$ cat config.mk
export PLATFORM = sky130hd
export DESIGN_NAME = plcdfb_front
export DESIGN_NICKNAME = d
export VERILOG_FILES = /design/src/rtl/plcdfb_pkg.sv /design/src/rtl/plcdfb_front.sv
export VERILOG_INCLUDE_DIRS = /design/src /design/src/rtl
export SDC_FILE = /design/constraint.sdc
export NUM_CORES = 1
export LEC_CHECK = 0
export BUFFER_PORTS_ARGS = -buffer_cell sky130_fd_sc_hd__buf_2
export CAP_MARGIN = 10
export CORE_MARGIN = 2
export CORE_UTILIZATION = 40
export DETAILED_ROUTE_END_ITERATION = 7
export PLACE_DENSITY = 0.71
export SETUP_SLACK_MARGIN = 0.05
export SYNTH_ARGS = -nofsm -noshare
export SYNTH_HDL_FRONTEND = slang
export SYNTH_SLANG_ARGS = --single-unit
$ cat constraint.sdc
create_clock -name clk -period 6 [get_ports clk]
set_clock_uncertainty 0.05 [all_clocks]
set_input_delay 1.2 -clock clk [delete_from_list [all_inputs] [get_ports clk]]
set_output_delay 1.2 -clock clk [all_outputs]
set_load 0.02 [all_outputs]
$ cat src/rtl/page_lcd_framebuffer_defines.svh
`ifndef PAGE_LCD_FRAMEBUFFER_DEFINES_SVH
`define PAGE_LCD_FRAMEBUFFER_DEFINES_SVH
`ifndef SYNTH
`define PLCDFB_ASSERT_IMP(label, ante, cons) \
  label: assert property (@(posedge clk) disable iff (!rst_n) (ante) |-> (cons)) \
    else $error("plcdfb assertion failed");
`define PLCDFB_ASSERT_NXT(label, ante, cons) \
  label: assert property (@(posedge clk) disable iff (!rst_n) (ante) |=> (cons)) \
    else $error("plcdfb assertion failed");
`else
`define PLCDFB_ASSERT_IMP(label, ante, cons)
`define PLCDFB_ASSERT_NXT(label, ante, cons)
`endif
`endif

$ cat src/rtl/plcdfb_pkg.sv
package plcdfb_pkg;

  localparam int ADDR_MAX_W = 12;
  localparam int CO_W       = 7;

  localparam logic [1:0] CMD_PIXEL = 2'd0;
  localparam logic [1:0] CMD_CLEAR = 2'd1;
  localparam logic [1:0] CMD_TICK  = 2'd2;

  localparam logic [7:0]      PAGE_CMD       = 8'hB0;
  localparam logic [7:0]      COLH_CMD       = 8'h10;
  localparam logic [CO_W-1:0] COL_OFFSET_RST = 7'd4;

  typedef enum logic [1:0] {
    OP_EMIT,
    OP_PIXEL,
    OP_CLEAR,
    OP_READ
  } op_t;

  typedef enum logic [2:0] {
    B_INIT,
    B_IDLE,
    B_RMW,
    B_READ,
    B_CLEAR
  } bstate_t;

  typedef struct packed {
    logic       accepted;
    logic       valid;
    logic [7:0] data;
    logic       is_cmd;
    logic       last;
  } res_t;

  typedef struct packed {
    op_t                   op;
    logic [ADDR_MAX_W-1:0] addr;
    logic [2:0]            bitsel;
    logic                  on;
    res_t                  res;
  } entry_t;

endpackage

$ cat src/rtl/plcdfb_front.sv
`include "page_lcd_framebuffer_defines.svh"

module plcdfb_front
  import plcdfb_pkg::*;
#(
  parameter int COLUMNS = 128,
  parameter int PAGES   = 8
) (
  input  logic            clk,
  input  logic            rst_n,
  input  logic            accept,
  input  logic [1:0]      cmd,
  input  logic [7:0]      pixel_x,
  input  logic [7:0]      pixel_y,
  input  logic            pixel_on,
  input  logic [CO_W-1:0] col_offset,
  output logic            push,
  output entry_t          entry
);

  localparam int PW = (PAGES > 1) ? $clog2(PAGES) : 1;
  localparam int SW = $clog2(COLUMNS + 3);
  localparam logic [SW-1:0] SLOT_LAST = SW'(COLUMNS + 2);
  localparam logic [PW-1:0] PAGE_LAST = PW'(PAGES - 1);

  logic [PW-1:0]         page_r, page_nxt;
  logic [SW-1:0]         slot_r, slot_nxt;
  logic                  x_ok, y_ok, wrap;
  logic [ADDR_MAX_W-1:0] pix_addr, tick_addr;

  assign x_ok = {1'b0, pixel_x} < 9'(COLUMNS);
  assign y_ok = {1'b0, pixel_y} < 9'(8 * PAGES);
  assign pix_addr = ADDR_MAX_W'(pixel_y[7:3]) * ADDR_MAX_W'(COLUMNS)
                  + ADDR_MAX_W'(pixel_x);
  assign tick_addr = ADDR_MAX_W'(page_r) * ADDR_MAX_W'(COLUMNS)
                   + ADDR_MAX_W'(slot_r - SW'(3));
  assign wrap = (slot_r == SLOT_LAST);
  assign push = accept;

  always_comb begin
    entry        = '0;
    entry.op     = OP_EMIT;
    entry.bitsel = pixel_y[2:0];
    entry.on     = pixel_on;
    case (cmd)
      CMD_PIXEL: begin
        if (x_ok && y_ok) begin
          entry.op           = OP_PIXEL;
          entry.addr         = pix_addr;
          entry.res.accepted = 1'b1;
        end
      end
      CMD_CLEAR: begin
        entry.op           = OP_CLEAR;
        entry.res.accepted = 1'b1;
      end
      CMD_TICK: begin
        entry.res.accepted = 1'b1;
        entry.res.valid    = 1'b1;
        entry.res.last     = wrap && (page_r == PAGE_LAST);
        if (slot_r == SW'(0)) begin
          entry.res.data   = PAGE_CMD + 8'(page_r);
          entry.res.is_cmd = 1'b1;
        end else if (slot_r == SW'(1)) begin
          entry.res.data   = COLH_CMD | {5'b0, col_offset[6:4]};
          entry.res.is_cmd = 1'b1;
        end else if (slot_r == SW'(2)) begin
          entry.res.data   = {4'b0, col_offset[3:0]};
          entry.res.is_cmd = 1'b1;
        end else begin
          entry.op   = OP_READ;
          entry.addr = tick_addr;
        end
      end
      default: begin
        entry.op = OP_EMIT;
      end
    endcase
  end

  always_comb begin
    page_nxt = page_r;
    slot_nxt = slot_r;
    if (accept && (cmd == CMD_TICK)) begin
      if (wrap) begin
        slot_nxt = '0;
        page_nxt = (page_r == PAGE_LAST) ? '0 : page_r + PW'(1);
      end else begin
        slot_nxt = slot_r + SW'(1);
      end
    end
  end

  always_ff @(posedge clk) begin
    if (!rst_n) begin
      page_r <= '0;
      slot_r <= '0;
    end else begin
      page_r <= page_nxt;
      slot_r <= slot_nxt;
    end
  end

  `PLCDFB_ASSERT_IMP(a_slot_range, 1'b1, slot_r <= SLOT_LAST)

endmodule

======== Yosys cells after proc, flatten, opt, wreduce, memory -nomap -nowiden ========
Cells that the tools add are included.
Widths: inputs -> output; s select.
word-level totals
  output and inout bits ................... 31
  input bits .............................. 29
  flip-flop bits (word level) ............. 11
  logic and storage cells ................. 37
cells by class
  equality and inequality tests ........... 6
  mux-type cells .......................... 14
  $add $sub $neg .......................... 6
  reductions and logical operators ........ 7
  magnitude comparators ................... 2
operators by type and width
  kind                 count
  $mux 14              3
  $pmux 12 s2          1
  $mux 13              1
  $add 11x9->12        1
  $add 12x8->12        1
  $mux 11              1
  $mux 9               1
  $sub 8x2->9 const B  1
  $add 8x1->8 const B  1
  $add 8x3->8 const A  1
  $eq 8x1->1 const B   1
  $eq 8x2->1 const B   1
  $eq 8x8->1 const B   1
  $logic_not 8->1      1
  $lt 8x7->1 const B   1
  $lt 8x8->1 const B   1
  $mux 8               1
  $mux 6               1
  $pmux 2 s3           1
  $mux 5               1
  $add 3x1->3 const B  1
  $eq 3x3->1 const B   1
  $logic_and 1x1->1    3
  $mux 3               1
  other kinds (7)      7

======== Longest topological paths before layout ========
Gate-level depths: netlist of run 1.
  depth in word-level cells ............... 6
  depth in mapped cells ................... 10
  gate-level depth less buffers ........... 8

======== Worst setup path before layout of run 1 ========
Ideal clock, no wire load.
  path type ............................... reg-to-output
  start ................................... register slot_r[2]
  end ..................................... output entry[25] (netlist name)
  data arrival time ....................... 2.552 ns
  slack ................................... 2.198 ns
  buffers on the path ..................... 2
  stages on the path, launching flop included .. 10
  data required time ...................... 4.750 ns
  cells stage by stage .................... dfxtp_1 buf_6 or4_1 buf_2 a211oi_1 xor2_1 ha_1 fa_1 xor2_1 o22ai_1
RTL lines
  what                      line                 RTL
  start: declaration        plcdfb_front.sv:27   logic [SW-1:0] slot_r, slot_nxt;
  start signal: assignment  plcdfb_front.sv:100  slot_r <= slot_nxt;
  end: declaration          plcdfb_front.sv:18   output entry_t entry

==> run metrics, run 1 <==
hold_ws=between 400 and 500 ps; placed cell count=229; Required @ worst endpoint=4750 ps; critical path launch point=slot_r[2]; drt first pass iters=4; simple-gate share of the synthesized area=27.4%; Vias=1195; Tightest Pin Transition=948 ps; status=finished clean; syn nets=205; die span in y=just under 60 um; Worst-Skew Late Latency=280 ps; layout cells sized above 1=between 20% and 30%; syn_area_per_cell=7.65 um^2; VDD IR max=just under 0.0001 V; Synth Area in XOR/XNOR=11.5%; ys async rst share=0%; final count of negative-setup-slack endpoints=0; CTS tree=done; post-DP HPWL=2250 um; Power Dens Cells=between 100 and 150 nW/um^2; worst setup margin=approximately 1800 ps; post-synthesis mux area share=0.818%; Hold Startpoint=page_r[2]; grt total ovfl=0; CTS root buffer=clkbuf_4; setup TNS=0 ps; area of the die=3520 um^2; RSZ-0062 raised after global routing=no; synth warn=0; Hold Violations, Final=0; Via density=5.13; Tmin final=4220 ps; clock-pin slew on the worst setup and hold paths=80 ps; Multi-input gate area=~890 um^2; FF+latch area=between 200 and 250 um^2; post-route insts no fill=between 200 and 250; top cell type by total area after synthesis=dfxtp_1; maximum number of pins on one net before global-route repair=13; Worst Setup Start Kind=flip-flop; Area Overhead vs Synth=18.9%; Pleak=~0.72 nW; buffers added on ports=50; FF-to-FF Start=slot_r[2]; critical path data arrival time=approximately 3000 ps; Post-CTS Resized=0; Commonest cells post-synth=nor2_1 (20), nand2_1 (17), ha_1 (15); vias in the first global route=1034; most numerous cell in the Yosys netlist=nor2_1; TritonCTS Buffers=3; initial antenna violation count=0; EDFF count, synth=0; drt wl/cell=12.1 um; Place WS=1940 ps; Worst setup endpoint=entry[27]; I/O pins=60; period utilization=70.4%; DRT iter0 DRCs=37; diodes inserted=0; post-synthesis sequential area ratio=18.0%; Core Region=2980 um^2; Yosys cell types=42; Mapped Area=~1200 um^2; crit path capture type=output port; Syn Inst Count=160; antenna viol nets, final=0; largest family of logic cells by synthesized area=simple AND/OR/NAND/NOR gates; H-tree levels=1; Max clock buf depth=2; global-route usage over all layers=16.5%; chip width=59.3 um; post-synth top area share=~18%; R2R depth=4; clk sinks=11; crit path max fanout=10; hold depth=2; Post CTS Setup Buffer Count=0; Synth Area in Adders=17.0%; worst hold path class=reg -> reg; Layout Utilization=48.9%; GP Congestion=0.701; Post-CTS Hold Buffers=0; Pins Over Slew Limit=0; Fmax=0.237 GHz; Setup CP Type=reg -> out; post-synthesis compound-gate area fraction=15.0%; fill cell total of the finished layout=approximately 300; Synth area leaders=dfxtp_1 (18%), ha_1 (15%), xnor2_1 (6.4%); number of synthesized register bits=11; Slew HR=around 37%; reg-to-reg endpoint=slot_r[6]; first-pass GRT wire length=4520 um; Total Nets Final=246; Cell Rows=20; FF-to-FF setup slack=a little under 4000 ps; Max Cap Violations=0; routed wire length=around 2800 um; Primary FF master, synth=dfxtp_1; number of remaining DRC errors=0; initial core utilization=between 40% and 50%
## registers in the layout, indices dropped and copies added (netlist names)
name	cells
slot_r	8
page_r	3
## per-stage QoR
step                      instance area, um^2  power, mW
after floorplan                          1220      0.108
after global placement                   1430      0.121
after detailed placement                 1430      0.122
after CTS                                1460      0.174
after global routing                     1460      0.183
final                                    1460      0.172
## per-layer routing
layer | routed length, um | global-route usage (%) | vias up
li1 | - | - | 623
met1 | 1360 | 22.9 | 528
met2 | 1230 | 25.1 | 40
met3 | 191 | 2.84 | 4
met4 | 30 | 6.82 | 0
met5 | 0 | 0 | -
## logic make-up (layout without fill, tap and decap cells)
| group | Yosys count | after routing |
|---|---|---|
| AO/OA/AOI/OAI | 28 | 28 |
| XOR/XNOR | 16 | 16 |
| adder cells (fa/ha/maj) | 16 | 16 |
| buffers and inverters | 22 | 62 |
| flip-flops | 11 | 11 |
| multiplexers | 1 | 1 |
| other | 1 | 1 |
| AND/OR/NAND/NOR | 65 | 65 |
## cell usage in the layout (no fill, tap or decap), types with 2 or more instances in the layout
cell type | Yosys | layout
and3_1 | 2 | 2
nor2_1 | 20 | 20
nand3_1 | 5 | 5
o21ai_0 | 5 | 5
xnor2_1 | 9 | 9
xor2_1 | 7 | 7
clkbuf_4 | 0 | 3
o21ai_1 | 5 | 5
a221oi_1 | 3 | 3
o21ai_2 | 2 | 2
buf_2 | 2 | 50
a22o_1 | 3 | 3
a21oi_1 | 4 | 4
nand4_1 | 3 | 3
inv_1 | 8 | 8
a211oi_1 | 2 | 2
nand2_1 | 17 | 17
ha_1 | 15 | 15
nor3_1 | 6 | 6
dfxtp_1 | 11 | 11
## how the worst min path moves through the flow
stage and endpoint:
5_1_grt page_r[2], 6_report page_r[2], 3_5_place_dp page_r[2], 3_3_place_gp page_r[2], 4_1_cts page_r[2], 2_1_floorplan page_r[2]
## critical path, cell delays in order, from the launching register on
cell and delay (ps):
dfxtp_1 400, or4_1 710, a211oi_1 310, xor2_1 100, ha_1 220, fa_1 400, a21oi_1 190, xnor2_1 140
nor2_1 50, buf_2 170
## layout make-up
type                       count  share of cell area [%]
multi-input combinational    127                    61.0
timing repair buffer          50                    17.2
sequential                    11                    15.1
tap                           33                    2.84
inverter                       8                    2.06
clock buffer                   4                    1.81
## where the power goes
part	switching, mW	total [mW]	internal [mW]
Sequential	0.00101	0.0745	0.0735
Clock	0.0267	0.0525	0.0258
Combinational	0.0276	0.0454	0.0178
Total	0.0553	0.172	0.117
(Power assumes the default switching activity.)
==> run 2, diff against run 1 <==
--- a/config.mk
+++ b/config.mk
@@ -11,7 +11,7 @@
 export CORE_MARGIN = 2
 export CORE_UTILIZATION = 40
 export DETAILED_ROUTE_END_ITERATION = 7
-export PLACE_DENSITY = 0.71
+export PLACE_DENSITY = 0.74
 export SETUP_SLACK_MARGIN = 0.05
 export SYNTH_ARGS = -nofsm -noshare
 export SYNTH_HDL_FRONTEND = slang
==> constraint.sdc (replaced) <==
create_clock -name clk -period 3.75 [get_ports clk]
set_clock_uncertainty 0.05 [all_clocks]
set_input_delay 0.75 -clock clk [delete_from_list [all_inputs] [get_ports clk]]
set_output_delay 0.75 -clock clk [all_outputs]
set_load 0.02 [all_outputs]
==> run metrics, run 2 (same netlist as run 1, synthesis figures left out) <==
grt total ovfl=0 (unchanged); DRT iter0 DRCs=30 (was 37); CTS root buffer=clkbuf_4 (unchanged); I/O pins=60 (unchanged); R2R depth=5 (was 4); Core Region=2980 um^2 (unchanged); Biggest register=slot_r (unchanged); worst setup margin=234 ps (was 1780 ps); critical path data arrival time=2720 ps (was 2970 ps); TritonCTS Buffers=3 (unchanged); final count of negative-setup-slack endpoints=0 (unchanged); crit path capture type=output port (unchanged); GP Congestion=0.860 (was 0.701); VDD IR max=0.000131 V (was 0.0000968 V); Vias=1199 (was 1195); status=finished clean (unchanged); Worst Setup Start Kind=flip-flop (unchanged); Max clock buf depth=2 (unchanged); Power Dens Cells=183 nW/um^2 (was 118 nW/um^2); initial antenna violation count=0 (unchanged); diodes inserted=0 (unchanged); Post-CTS Hold Buffers=0 (unchanged); layout cells sized above 1=31.7% (was 29.5%); FF-to-FF setup slack=1700 ps (was 3880 ps); most frequent cells in the layout=buf_2 (50), nor2_1 (20), nand2_1 (17), ha_1 (15), dfxtp_1 (11) (unchanged); largest registers=slot_r: 8 flops, page_r: 3 flops (unchanged); routed wire length=2580 um (was 2810 um); Area Overhead vs Synth=20.9% (was 18.9%); hold depth=2 (unchanged); clk sinks=11 (unchanged); crit path max fanout=10 (unchanged); CTS tree=done (unchanged); Cell Rows=20 (unchanged); FF-to-FF Start=slot_r[2] (unchanged); Hold Startpoint=page_r[2] (unchanged); Pleak=0.731 nW (was 0.720 nW); Pins Over Slew Limit=0 (unchanged); Post CTS Setup Buffer Count=0 (unchanged); initial core utilization=41.1% (unchanged); first-pass GRT wire length=4200 um (was 4520 um); Max Cap Violations=0 (unchanged); Via density=5.10 (was 5.13); global-route usage over all layers=15.2% (was 16.5%); chip width=59.3 um (unchanged); Setup CP Type=reg -> out (unchanged); Hold Violations, Final=0 (unchanged); post-DP HPWL=2170 um (was 2250 um); antenna viol nets, final=0 (unchanged); Largest register FFs=8 (unchanged); Total Nets Final=248 (was 246); period utilization=93.7%; vias in the first global route=1008 (was 1034); number of remaining DRC errors=0 (unchanged); Place WS=429 ps (was 1940 ps); Worst-Skew Late Latency=270 ps (was 280 ps); critical path launch point=slot_r[2] (unchanged); clock-pin slew on the worst setup and hold paths=70 ps (was 80 ps); drt wl/cell=11.0 um (was 12.1 um); Tmin final=3520 ps; drt first pass iters=4 (unchanged); Worst setup endpoint=entry[26] (was entry[27]); H-tree levels=1 (unchanged); area of the die=3520 um^2 (unchanged); worst hold path class=reg -> reg (unchanged); buffers added on ports=50 (unchanged); commonest non-fill, non-tap cell in the layout=buf_2 (unchanged); RSZ-0062 raised after global routing=no (unchanged); Required @ worst endpoint=2950 ps (was 4750 ps); Fmax=0.284 GHz; die span in y=59.3 um (unchanged); reg-to-reg endpoint=slot_r[7] (was slot_r[6]); setup TNS=0 ps (unchanged); maximum number of pins on one net before global-route repair=13 (unchanged); Power Total=0.270 mW (was 0.172 mW)
[run 2: cell type report]
type / count / area, um^2
fill: 294 / 1500
timing repair buffer: 52 / 265
tap: 33 / 41.3
multi-input combinational: 127 / 896
clock buffer: 4 / 26.3
inverter: 8 / 30.0
sequential: 11 / 220
[run 2: stage by stage]
stage	instance area, um^2	hold WS, ps	cells	utilization, %
floorplan	1220	420	160	-
global placement	1440	461	231	48.5
detailed placement	1440	465	231	48.5
CTS	1470	473	235	49.4
global route	1480	508	235	49.7
finish	1480	467	235	49.7
[run 2: worst min path at each step]
stage	end	slack [ps]
after floorplan	page_r[2]	420
after global placement	page_r[2]	460
after detailed placement	page_r[2]	470
after CTS	page_r[2]	470
after global routing	page_r[2]	510
final	page_r[2]	470
[run 2: critical path, stage by stage, from the launching register on]
cell and delay (ps):
dfxtp_1 390, or4_4 580, or4_4 460, inv_2 110
ha_1 230, a21oi_1 150, o21bai_1 90, xor2_1 160
o21ai_2 100, buf_2 170
[run 2: metal layers]
| layer | part of all wire [%] | global-route usage [%] | vias to the layer above |
|---|---|---|---|
| li1 | - | - | 633 |
| met1 | 48 | 20.7 | 528 |
| met2 | 45 | 24.6 | 34 |
| met3 | 5.8 | 2.18 | 4 |
| met4 | 1.1 | 4.87 | 0 |
| met5 | 0 | 0 | - |
[run 2: power by group]
| part | switching (mW) | internal, mW | total [mW] |
|---|---|---|---|
| clock | 0.0380 | 0.0412 | 0.0792 |
| sequential | 0.00178 | 0.118 | 0.119 |
| combinational | 0.0433 | 0.0287 | 0.0719 |
| total | 0.0830 | 0.187 | 0.270 |
[run 2: timing repair]
item,CTS,global route
gates resized for setup,0,3
endpoints found under the setup margin,0,2
hold endpoints to repair,0,0
