File: src/rtl/page_lcd_framebuffer_defines.svh
`ifndef PAGE_LCD_FRAMEBUFFER_DEFINES_SVH
`define PAGE_LCD_FRAMEBUFFER_DEFINES_SVH
`ifndef SYNTH
`define PLCDFB_ASSERT_IMP(label, ante, cons) \
  label: assert property (@(posedge clk) disable iff (!rst_n) (ante) |-> (cons)) \
    else $error("plcdfb assertion failed");
`define PLCDFB_ASSERT_NXT(label, ante, cons) \
  label: assert property (@(posedge clk) disable iff (!rst_n) (ante) |=> (cons)) \
    else $error("plcdfb assertion failed");
`else
`define PLCDFB_ASSERT_IMP(label, ante, cons)
`define PLCDFB_ASSERT_NXT(label, ante, cons)
`endif
`endif

File: src/rtl/plcdfb_pkg.sv
package plcdfb_pkg;

  localparam int ADDR_MAX_W = 12;
  localparam int CO_W       = 7;

  localparam logic [1:0] CMD_PIXEL = 2'd0;
  localparam logic [1:0] CMD_CLEAR = 2'd1;
  localparam logic [1:0] CMD_TICK  = 2'd2;

  localparam logic [7:0]      PAGE_CMD       = 8'hB0;
  localparam logic [7:0]      COLH_CMD       = 8'h10;
  localparam logic [CO_W-1:0] COL_OFFSET_RST = 7'd4;

  typedef enum logic [1:0] {
    OP_EMIT,
    OP_PIXEL,
    OP_CLEAR,
    OP_READ
  } op_t;

  typedef enum logic [2:0] {
    B_INIT,
    B_IDLE,
    B_RMW,
    B_READ,
    B_CLEAR
  } bstate_t;

  typedef struct packed {
    logic       accepted;
    logic       valid;
    logic [7:0] data;
    logic       is_cmd;
    logic       last;
  } res_t;

  typedef struct packed {
    op_t                   op;
    logic [ADDR_MAX_W-1:0] addr;
    logic [2:0]            bitsel;
    logic                  on;
    res_t                  res;
  } entry_t;

endpackage

File: src/rtl/plcdfb_queue.sv
`include "page_lcd_framebuffer_defines.svh"

module plcdfb_queue
  import plcdfb_pkg::*;
(
  input  logic   clk,
  input  logic   rst_n,
  input  logic   push,
  input  entry_t push_entry,
  input  logic   pop,
  output entry_t head,
  output logic   full,
  output logic   empty
);

  entry_t     entries_r [2];
  logic       wr_ptr_r, wr_ptr_nxt;
  logic       rd_ptr_r, rd_ptr_nxt;
  logic [1:0] count_r, count_nxt;

  assign head  = entries_r[rd_ptr_r];
  assign full  = (count_r == 2'd2);
  assign empty = (count_r == 2'd0);

  always_comb begin
    wr_ptr_nxt = push ? ~wr_ptr_r : wr_ptr_r;
    rd_ptr_nxt = pop ? ~rd_ptr_r : rd_ptr_r;
    count_nxt  = count_r + 2'(push) - 2'(pop);
  end

  always_ff @(posedge clk) begin
    if (push) begin
      entries_r[wr_ptr_r] <= push_entry;
    end
  end

  always_ff @(posedge clk) begin
    if (!rst_n) begin
      wr_ptr_r <= 1'b0;
      rd_ptr_r <= 1'b0;
      count_r  <= 2'd0;
    end else begin
      wr_ptr_r <= wr_ptr_nxt;
      rd_ptr_r <= rd_ptr_nxt;
      count_r  <= count_nxt;
    end
  end

  `PLCDFB_ASSERT_IMP(a_no_overflow, push, !full || pop)
  `PLCDFB_ASSERT_IMP(a_no_underflow, pop, !empty)

endmodule

File: config.mk
export PLATFORM = sky130hd
export DESIGN_NAME = plcdfb_queue
export DESIGN_NICKNAME = d
export VERILOG_FILES = /design/src/rtl/plcdfb_pkg.sv /design/src/rtl/plcdfb_queue.sv
export VERILOG_INCLUDE_DIRS = /design/src /design/src/rtl
export SDC_FILE = /design/constraint.sdc
export NUM_CORES = 1
export LEC_CHECK = 0
export ABC_AREA = 1
export BUFFER_PORTS_ARGS = -buffer_cell sky130_fd_sc_hd__buf_2
export CORE_ASPECT_RATIO = 0.8
export CORE_MARGIN = 1.5
export CORE_UTILIZATION = 56
export DETAILED_ROUTE_END_ITERATION = 16
export HOLD_SLACK_MARGIN = 0.08
export PLACE_DENSITY_LB_ADDON = 0.1
export SLEW_MARGIN = 15
export SYNTH_ARGS = -nofsm -noshare
export SYNTH_HDL_FRONTEND = slang
export SYNTH_SLANG_ARGS = --single-unit
File: constraint.sdc
create_clock -name clk -period 5.95 [get_ports clk]
set_input_delay 1.19 -clock clk [delete_from_list [all_inputs] [get_ports clk]]
set_output_delay 1.19 -clock clk [all_outputs]
set_load 0.02 [all_outputs]
# Word-level counts from Yosys, hierarchy flattened
# Memories as Yosys holds them, arrays and structs flattened. A register that Yosys moved wholly into a read port is not among the register bits.
# Index checks and enable logic that the tools add are counted.
dict set report word_totals {
  ff_bits 4
  ram_bits 60
  input_bits 34
  out_inout_bits 32
  word_cells 14
  memories 1
}
dict set report op_classes {
  addsub 2
  eq_ne 1
  n_mux 4
  n_bitwise 2
  n_reduce_logical 1
}
# name words word_bits read_ports rd_clocked_by_memory_dff wr line
set memory_table {}
lappend memory_table {entries_r 2 30 1 1 1 plcdfb_queue.sv:16} ;# entry_t entries_r [2];
# cell n
set op_table {}
lappend op_table {{$mux 1} 4}
lappend op_table {{$add 2x1->2} 1}
lappend op_table {{$eq 2x2->1 const B} 1}
lappend op_table {{$logic_not 2->1} 1}
lappend op_table {{$not 1->1} 2}
lappend op_table {{$sub 2x1->2} 1}

# Logic depth before layout (Yosys ltp)
# Gate-level depths: netlist of the first run.
dict set report depth {
  word_depth 3
  mapped_depth 9
}

# Worst setup path after synthesis of the first run
# No wires, ideal clock.
dict set report synth_path {
  kind {input port to flip-flop}
  start {input push}
  end {memory entries_r[0][0] (netlist name), enable pin}
  setup_time_ns 0.418
  arrival_time_ns 2.496
  required_ns 5.532
  slack_ns 3.037
  stages 2
  cell_sequence {inv_1 > nor2_1}
}
dict set report synth_via {
  elab_chain_len 2
}
# element line
set synth_lines {}
lappend synth_lines {{start: declaration} plcdfb_queue.sv:8} ;# input logic push,
lappend synth_lines {{$mux 1} plcdfb_queue.sv:32} ;# if (push) begin
lappend synth_lines {{$mux 1 (implied by the code)} plcdfb_queue.sv:33} ;# entries_r[wr_ptr_r] <= push_entry;
lappend synth_lines {{end: declaration} plcdfb_queue.sv:16}
# Every way passes these cells.

==> flow_summary.yaml, run 1 <==
global_routing:
  antenna_found_initial: 0
  grt_start_max_net_pins: 31
  grt_use_total_pct: 17.49
  grt_pass1_vias: 1279
  grt_pass1_wl_mm: 5.961
  overflow: 0
yosys:
  syn-cell-area_sq_um: 2511
  yosys-mux-area-fraction_pct: 17.94
  synth_area_leaders: "edfxtp_1 72%, mux2_4 18%, dfxtp_1 4.0%"
  ys_seq_area_share_pct: 75.73
  netlist.area_leader.share_pct: 71.75
  synth_area_per_cell_sq_um: 19.93
  synthSimpleGateAreaFrac_pct: 2.740
  synth-seq-cells: 65
  synth_compound_area_share_pct: 0.1993
  synthCells: 126
  yosysUniqueCellTypes: 10
  synth_top_family_by_area: "multiplexers"
  ys_warn_count: 0
  syn_nets: 162
  yosys.area.top_type: "edfxtp_1"
  synth_xor_area_share_pct: 0
  synthAdderAreaFrac_pct: 0.9965
worst_setup_path:
  reg2reg_slack_ns: 4.08
  cp.required_ns: 4.76
  r2r_cells: 2
  cp.arrival_ns: 1.85
  cp-end-kind: "primary output"
  rr_endpoint: "entries_r[1][5]"
  crit_fanout: 30
  crit_path_start_kind: "flop"
  r2r-start: "wr_ptr_r"
  endpoint: "head[27]"
  crit_type: "reg2out"
clock_network:
  path_clk_slew_ns: 0.06
  cts_resized: 0
  cts_inserted_buffers: 9
  cts-root-buf: "clkbuf_8"
  cts_setup_buffers: 0
  htree_levels: 3
  clock_sinks: 65
  cts_hold_buf: 0
  clock_path_buffers: 2
  clock_latency_ns: 0.33
  cts_tree: "yes"
placed_design:
  numPlacedInstances: 245
  hpwl_mm: 2.456
  portBuffers: 65
  globalplace.congestion: 0.6822
timing:
  hold_violations: 0
  setup_viol: 0
  clock_skew_ns: 0.002838
  period_share_pct: 51.11
  rsz0062_at_grt: "no"
  worstMarginPinSlew_ns: 1.081
  finalMaxSlewViolations: 0
  slew_headroom_pct: 27.49
  timing.setup.tns_ns: 0
  min_period_ns: 3.041
  fmax_mhz: 328.8
finish:
  layout.cells.non_filler: 260
  area_growth_pct: 21.77
  mostFrequentLayoutCells: "65 x buf_2, 60 x edfxtp_1, 30 x mux2_4"
  antenna_cells: 0
  drive_gt1_share_pct: 53.69
  nets: 235
  layout_commonest_cell: "buf_2"
die:
  die_h_um: 62.90
  die_w_um: 77.87
  die_area_sq_um: 4898
  io_pins: 66
  core-area_sq_um: 4257
  rows: 21
  initial_core_util_pct: 58.99
drt:
  drt-wirelength-per-cell_um: 14.56
  via_count: 1267
  drtAntennaViolNets: 0
  drc_errors: 0
  route.met2.wl_mm: 2.028
  drt_iter0_drc: 38
  wl_met3_um: 263
  wl_met1_mm: 1.435
  dr.pass1.iters: 4
  vias_per_cell: 4.873
  routed.top_layer: "met4"
  routed_wl_mm: 3.786
power_and_ir_drop:
  vdd_drop_max_mv: 0.2185
  power_leakage_nw: 1.268
  p_per_area_nw_per_um2: 325.7
outcome:
  status: "completed"
worst_hold_path:
  hp-class: "reg2reg"
  hold-path-cell-count: 2
  hold_start: "rd_ptr_r"
run:
  max_cap_violations: 0
logic make-up (layout without fill, tap and decap cells):
kind of cell / after synthesis / after routing
buffers and inverters: 10 / 87
AOI/OAI and AO/OA: 1 / 1
muxes: 30 / 30
adders and majority gates: 2 / 2
and+or+nand+nor: 18 / 18
DFF: 65 / 65
cell type report:
cell class / count / area [sq um]
Sequential cell: 65 / 1903
Inverter: 7 / 26.28
Timing Repair Buffer: 65 / 325.3
Tap cell: 57 / 71.32
Clock inverter: 5 / 47.55
Clock buffer: 10 / 127.6
Multi-Input combinational cell: 51 / 556.8
Fill cell: 294 / 1199
cell usage after synthesis:
master    count
edfxtp_1     60
mux2_4       30
nor2_1        9
nand2_1       8
inv_1         7
dfxtp_1       5
buf_6         3
ha_1          2
a21oi_1       1
nand3_1       1
per-stage QoR:
| step | util (%) | hold slack, ns | instance area (sq um) | power (mW) | setup WS, ns |
|---|---|---|---|---|---|
| 4_1_cts | 71.84 | 0.5088 | 3058 | 1.010 | 2.874 |
| 2_1_floorplan | - | 0.4635 | 2511 | 0.6327 | 3.037 |
| 3_5_place_dp | 67.72 | 0.4940 | 2883 | 0.6745 | 3.244 |
| 6_report | 71.84 | 0.5009 | 3058 | 0.9960 | 2.909 |
| 5_1_grt | 71.84 | 0.5448 | 3058 | 1.035 | 2.792 |
| 3_3_place_gp | 67.72 | 0.4783 | 2883 | 0.6684 | 3.254 |
sequential cells by signal, indices dropped and copies added, names as in the netlist, named ones only:
name and cells:
count_r 2, entries_r 60, rd_ptr_r 1, wr_ptr_r 1
per-layer routing:
metal | vias to the layer above | track usage [%]
met4 | 0 | 6.818
met3 | 9 | 9.635
met2 | 42 | 29.78
met1 | 603 | 17.82
met5 | - | 0
li1 | 613 | -
how the worst min path moves through the flow:
| stage | to | slack, ns |
|---|---|---|
| 6_report | flop | 0.50 |
| 3_3_place_gp | rd_ptr_r | 0.48 |
| 5_1_grt | rd_ptr_r | 0.54 |
| 4_1_cts | rd_ptr_r | 0.51 |
| 2_1_floorplan | flop | 0.46 |
| 3_5_place_dp | rd_ptr_r | 0.49 |
where the power goes:
part / switching (mW) / internal [mW] / total [mW]
registers: 0.0159 / 0.528 / 0.544
clock network: 0.147 / 0.187 / 0.333
logic: 0.0619 / 0.0565 / 0.118
critical path, stage by stage (launching register included):
cell	delay, ns
dfxtp_2	0.98
mux2_4	0.36
buf_2	0.16
No activity file was read; power rests on OpenSTA's default activity.
==> run 2: changes to the inputs <==
ABC_AREA = 0   (was 1)
CORE_UTILIZATION = 46   (was 56)
clock period = 2.55 ns   (was 5.95 ns; I/O delays follow)
==> flow_summary.yaml, run 2 <==
run:
  max_cap_violations: 0
clock_network:
  clock_sinks: 65
  clock_latency_ns: 0.33
  cts_tree: "yes"
  cts_setup_buffers: 0
  cts_inserted_buffers: 9
  clock_path_buffers: 2
  cts_resized: 0
  path_clk_slew_ns: 0.06
  htree_levels: 3
  cts-root-buf: "clkbuf_8"
  cts_hold_buf: 0
power_and_ir_drop:
  seqPwrFrac_pct: 50.8
  power_leakage_nw: 1.177
  p_per_area_nw_per_um2: 809.9
  pwr-share-clk_pct: 36.4
  switchingPower_mw: 0.5459
  netSwitchingFraction_pct: 22.21
  vdd_drop_max_mv: 0.5016
  intPower_mw: 1.912
  p_total_mw: 2.458
  pwr-share-comb_pct: 12.8
placed_design:
  portBuffers: 65
  hpwl_mm: 2.629
  pre_cts_ws_ns: 0.8587
  numPlacedInstances: 243
  globalplace.congestion: 0.7726
  postPlaceCellArea_sq_um: 2825
yosys:
  yosysUniqueCellTypes: 12
  yosys.area.top_type: "edfxtp_1"
  ys_warn_count: 0
  async_flop_share_pct: 0
  netlist.area_leader.share_pct: 75.12
  synthSimpleGateAreaFrac_pct: 2.243
  syn-cell-area_sq_um: 2399
  synth-edff-count: 60
  synth-seq-cells: 65
  synth_common_cells: "60 x edfxtp_1, 30 x mux2_2, 5 x dfxtp_1"
  synthCells: 114
  synth_area_leaders: "edfxtp_1 75%, mux2_2 14%, dfxtp_1 4.2%"
  yosys-mux-area-fraction_pct: 14.08
  ys_seq_area_share_pct: 79.29
  synthAdderAreaFrac_pct: 1.043
  synth_area_per_cell_sq_um: 21.04
  synth_compound_area_share_pct: 0.3130
  yosysMostFrequentCell: "edfxtp_1"
  synth_top_family_by_area: "multiplexers"
  syn_nets: 150
  ys.flop_type: "edfxtp_1"
  synth_xor_area_share_pct: 1.304
worst_setup_path:
  crit_path_start_kind: "flop"
  cp.arrival_ns: 1.48
  crit_family: "buffers and inverters"
  cp-end-kind: "primary output"
  max_stage_delay_ns: 0.39
  cp_slowest_cell: "mux2_2"
  cp.required_ns: 2.04
  crit_fanout: 19
  r2r-start: "wr_ptr_r"
  crit_buf_inv: 2
  path_cells: "buf_4, mux2_2, buf_2"
  crit_type: "reg2out"
timing:
  slew_headroom_pct: 65.96
  hold-worst-slack_ns: 0.3626
  min_period_ns: 1.994
  hold_violations: 0
  finalMaxSlewViolations: 0
  timing.setup.tns_ns: 0
  fmax_mhz: 501.4
  rsz0062_at_grt: "no"
  period_share_pct: 78.21
  setup_ws_ns: 0.5556
  worstMarginPinSlew_ns: 0.5106
  clock_skew_ns: 0.005216
  setup_viol: 0
finish:
  utilization_pct: 60.59
  nets: 228
  antenna_cells: 0
  fillers: 409
  area_growth_pct: 26.50
  largest_reg_flops: 60
  postLayoutCellArea_sq_um: 3034
  mostFrequentLayoutCells: "65 x buf_2, 60 x edfxtp_1, 30 x mux2_2"
  layout_commonest_cell: "buf_2"
  reg_top3: "entries_r x60, count_r x2"
  drive_gt1_share_pct: 58.38
  layout.cells.non_filler: 259
  multi_input_area_sq_um: 462.9
  top_register: "entries_r"
  seqCellArea_sq_um: 1902
die:
  die_area_sq_um: 5659
  io_pins: 66
  rows: 23
  initial_core_util_pct: 47.90
  die_w_um: 83.73
  die_h_um: 67.59
  core-area_sq_um: 5007
global_routing:
  grt_pass1_wl_mm: 5.858
  grt_pass1_vias: 1289
  antenna_found_initial: 0
  overflow: 0
  grt_start_max_net_pins: 22
  grt_use_total_pct: 14.76
drt:
  via_count: 1247
  drc_errors: 0
  drt_iter0_drc: 32
  dr.pass1.iters: 4
  routed_wl_mm: 3.781
  drt-wirelength-per-cell_um: 14.60
  drtAntennaViolNets: 0
  vias_per_cell: 4.815
outcome:
  status: "completed"
worst_hold_path:
  hp-class: "in2reg"
  hold_start: "push_entry[16]"
## run 2: cell type report
class	count	share of cell area (%)
sequential	65	62.68
multi-input combinational	44	15.26
timing repair buffer	70	12.37
clock buffer	9	4.082
clock inverter	7	2.804
tap	62	2.557
inverter	2	0.2474
## run 2: metal layers
layer | wire [um] | GRT usage [%] | part of all wire (%) | vias to the layer above
met3 | 368 | 9.780 | 9.7 | 2
li1 | - | - | - | 599
met5 | 0 | 0 | 0 | -
met4 | 10 | 4.918 | 0.26 | 0
met1 | 1404 | 14.30 | 37 | 596
met2 | 1997 | 25.91 | 53 | 50
## run 2: kinds of logic (layout without fill, tap and decap cells)
kind of cell    after synthesis  after routing
flops                        65             65
compound gates                1              1
buf+inv                       5             88
simple gates                  9              9
fa+ha+maj                     2              2
mux                          30             30
xor+xnor                      2              2
## run 2: worst paths after layout
check,to,depth (start not counted),slack [ns]
worst max-delay path,head[1],3,0.56
worst min-delay path,entries_r[1][16],1,0.36
worst max register to register,entries_r[1][11],2,1.15
worst min register to register,rd_ptr_r,2,0.58
## run 2: power by group through the flow
stage	combinational, mW	sequential, mW	clock [mW]
after floorplan	0.211	1.27	0
after global placement	0.315	1.27	0
after detailed placement	0.320	1.27	0
after CTS	0.322	1.25	0.919
after global routing	0.340	1.25	0.968
final	0.315	1.25	0.893
==> run 3: changes to the inputs <==
CORE_UTILIZATION = 51   (was 46)
clock period = 2 ns   (was 2.55 ns; I/O delays follow)
==> flow_summary.yaml, run 3 (same netlist as run 2, synthesis figures left out) <==
outcome:
  status: "completed"
finish:
  mostFrequentLayoutCells: "65 x buf_2, 60 x edfxtp_1, 30 x mux2_2"
  antenna_cells: 0
  reg_top3: "entries_r x60, count_r x2"
  layout_commonest_cell: "buf_2"
  multi_input_area_sq_um: 462.9
  seqCellArea_sq_um: 1902
  top_register: "entries_r"
  postLayoutCellArea_sq_um: 2972
  nets: 229
  drive_gt1_share_pct: 57.58
  largest_reg_flops: 60
  area_growth_pct: 23.89
  fillers: 343
worst_setup_path:
  cp.required_ns: 1.60
  reg2reg_slack_ns: 0.77
  cp.arrival_ns: 1.42
  rr_endpoint: "count_r[1]"
  crit_fanout: 15
  r2r-start: "count_r[0]"
  cp-end-kind: "primary output"
  r2r_cells: 6
  crit_path_start_kind: "flop"
  crit_type: "reg2out"
die:
  die_h_um: 64.34
  initial_core_util_pct: 52.81
  io_pins: 66
  core-area_sq_um: 4542
  rows: 22
  die_w_um: 79.68
  die_area_sq_um: 5126
placed_design:
  globalplace.congestion: 0.6571
  portBuffers: 65
  postPlaceCellArea_sq_um: 2818
  hpwl_mm: 2.563
global_routing:
  antenna_found_initial: 0
  grt_pass1_vias: 1255
  grt_use_total_pct: 16.19
  overflow: 0
  grt_start_max_net_pins: 17
  grt_pass1_wl_mm: 5.658
run:
  max_cap_violations: 0
timing:
  hold_violations: 0
  fmax_mhz: 548.7
  setup_viol: 0
  clock_skew_ns: 0.003767
  min_period_ns: 1.823
  worstMarginPinSlew_ns: 0.2251
  finalMaxSlewViolations: 0
  timing.setup.tns_ns: 0
  period_share_pct: 91.13
  rsz0062_at_grt: "no"
  slew_headroom_pct: 84.99
worst_hold_path:
  whs_endpoint: "entries_r[1][26]"
  hold-path-cell-count: 1
  hold_start: "push_entry[26]"
  hp-class: "in2reg"
clock_network:
  path_clk_slew_ns: 0.06
  clock_latency_ns: 0.32
  clock_sinks: 65
  cts-root-buf: "clkbuf_8"
  htree_levels: 3
  cts_tree: "yes"
  cts_inserted_buffers: 9
  cts_setup_buffers: 0
  cts_hold_buf: 0
  cts_resized: 0
  clock_path_buffers: 2
drt:
  drtAntennaViolNets: 0
  drc_errors: 0
  drt_iter0_drc: 20
  drt-wirelength-per-cell_um: 14.18
  dr.pass1.iters: 4
  routed_wl_mm: 3.659
  via_count: 1247
  vias_per_cell: 4.833
power_and_ir_drop:
  p_per_area_nw_per_um2: 957.7
  vdd_drop_max_mv: 0.5341
  power_leakage_nw: 1.157
-- run 3: cell count changes in the layout (fill, tap and decap cells not counted), sizes merged --
cell,change
bufinv,-2
clkbuf,+2
buf,+1
clkinv,+1
clkinvlp,-1
-- run 3: metrics by stage --
step	power [mW]	setup WS [ns]	util (%)	std cells	hold WS, ns
finish	2.846	0.1774	65.43	258	0.2617
global route	2.989	0.07337	65.43	258	0.2268
CTS	2.894	0.1455	65.43	258	0.2377
detailed placement	2.028	0.5204	62.04	242	0.5918
global placement	2.013	0.5369	62.04	242	0.5775
floorplan	1.887	0.3544	-	114	0.4989
-- run 3: cell type report --
cell class,instances,share of cell area (%)
multi-input cells,44,15.58
clock inverters,5,0.7579
flip-flops and latches,65,64.00
well taps,60,2.526
clock buffers,11,4.421
repair buffers,71,12.46
inverters,2,0.2526
-- run 3: worst max-delay path by stage --
stage	slack, ns	cells after the start	to
final	0.18	3	head[21]
after global routing	0.07	3	head[21]
after CTS	0.15	3	head[3]
after detailed placement	0.52	3	head[3]
after global placement	0.54	3	head[22]
after floorplan	0.35	1	entries_r[0][0]
-- run 3: routing by layer --
| layer | GRT usage, % | wire length, um | up-vias |
|---|---|---|---|
| met4 | 6.579 | 28 | 0 |
| met1 | 17.13 | 1501 | 606 |
| met5 | 0 | 0 | - |
| met2 | 26.48 | 1864 | 43 |
| li1 | - | - | 594 |
| met3 | 9.286 | 265 | 4 |
-- run 3: report_power, final --
| part | total (mW) | switching, mW | leakage (nW) | internal [mW] |
|---|---|---|---|---|
| combinational | 0.400 | 0.221 | 0.470 | 0.179 |
| clock | 0.853 | 0.418 | 0.0819 | 0.434 |
| sequential | 1.59 | 0.0232 | 0.605 | 1.57 |
-- run 3: critical path, stage by stage (launching register included) --
cell and delay [ns]:
dfxtp_1 0.33, buf_4 0.23, mux2_2 0.38, buf_2 0.16
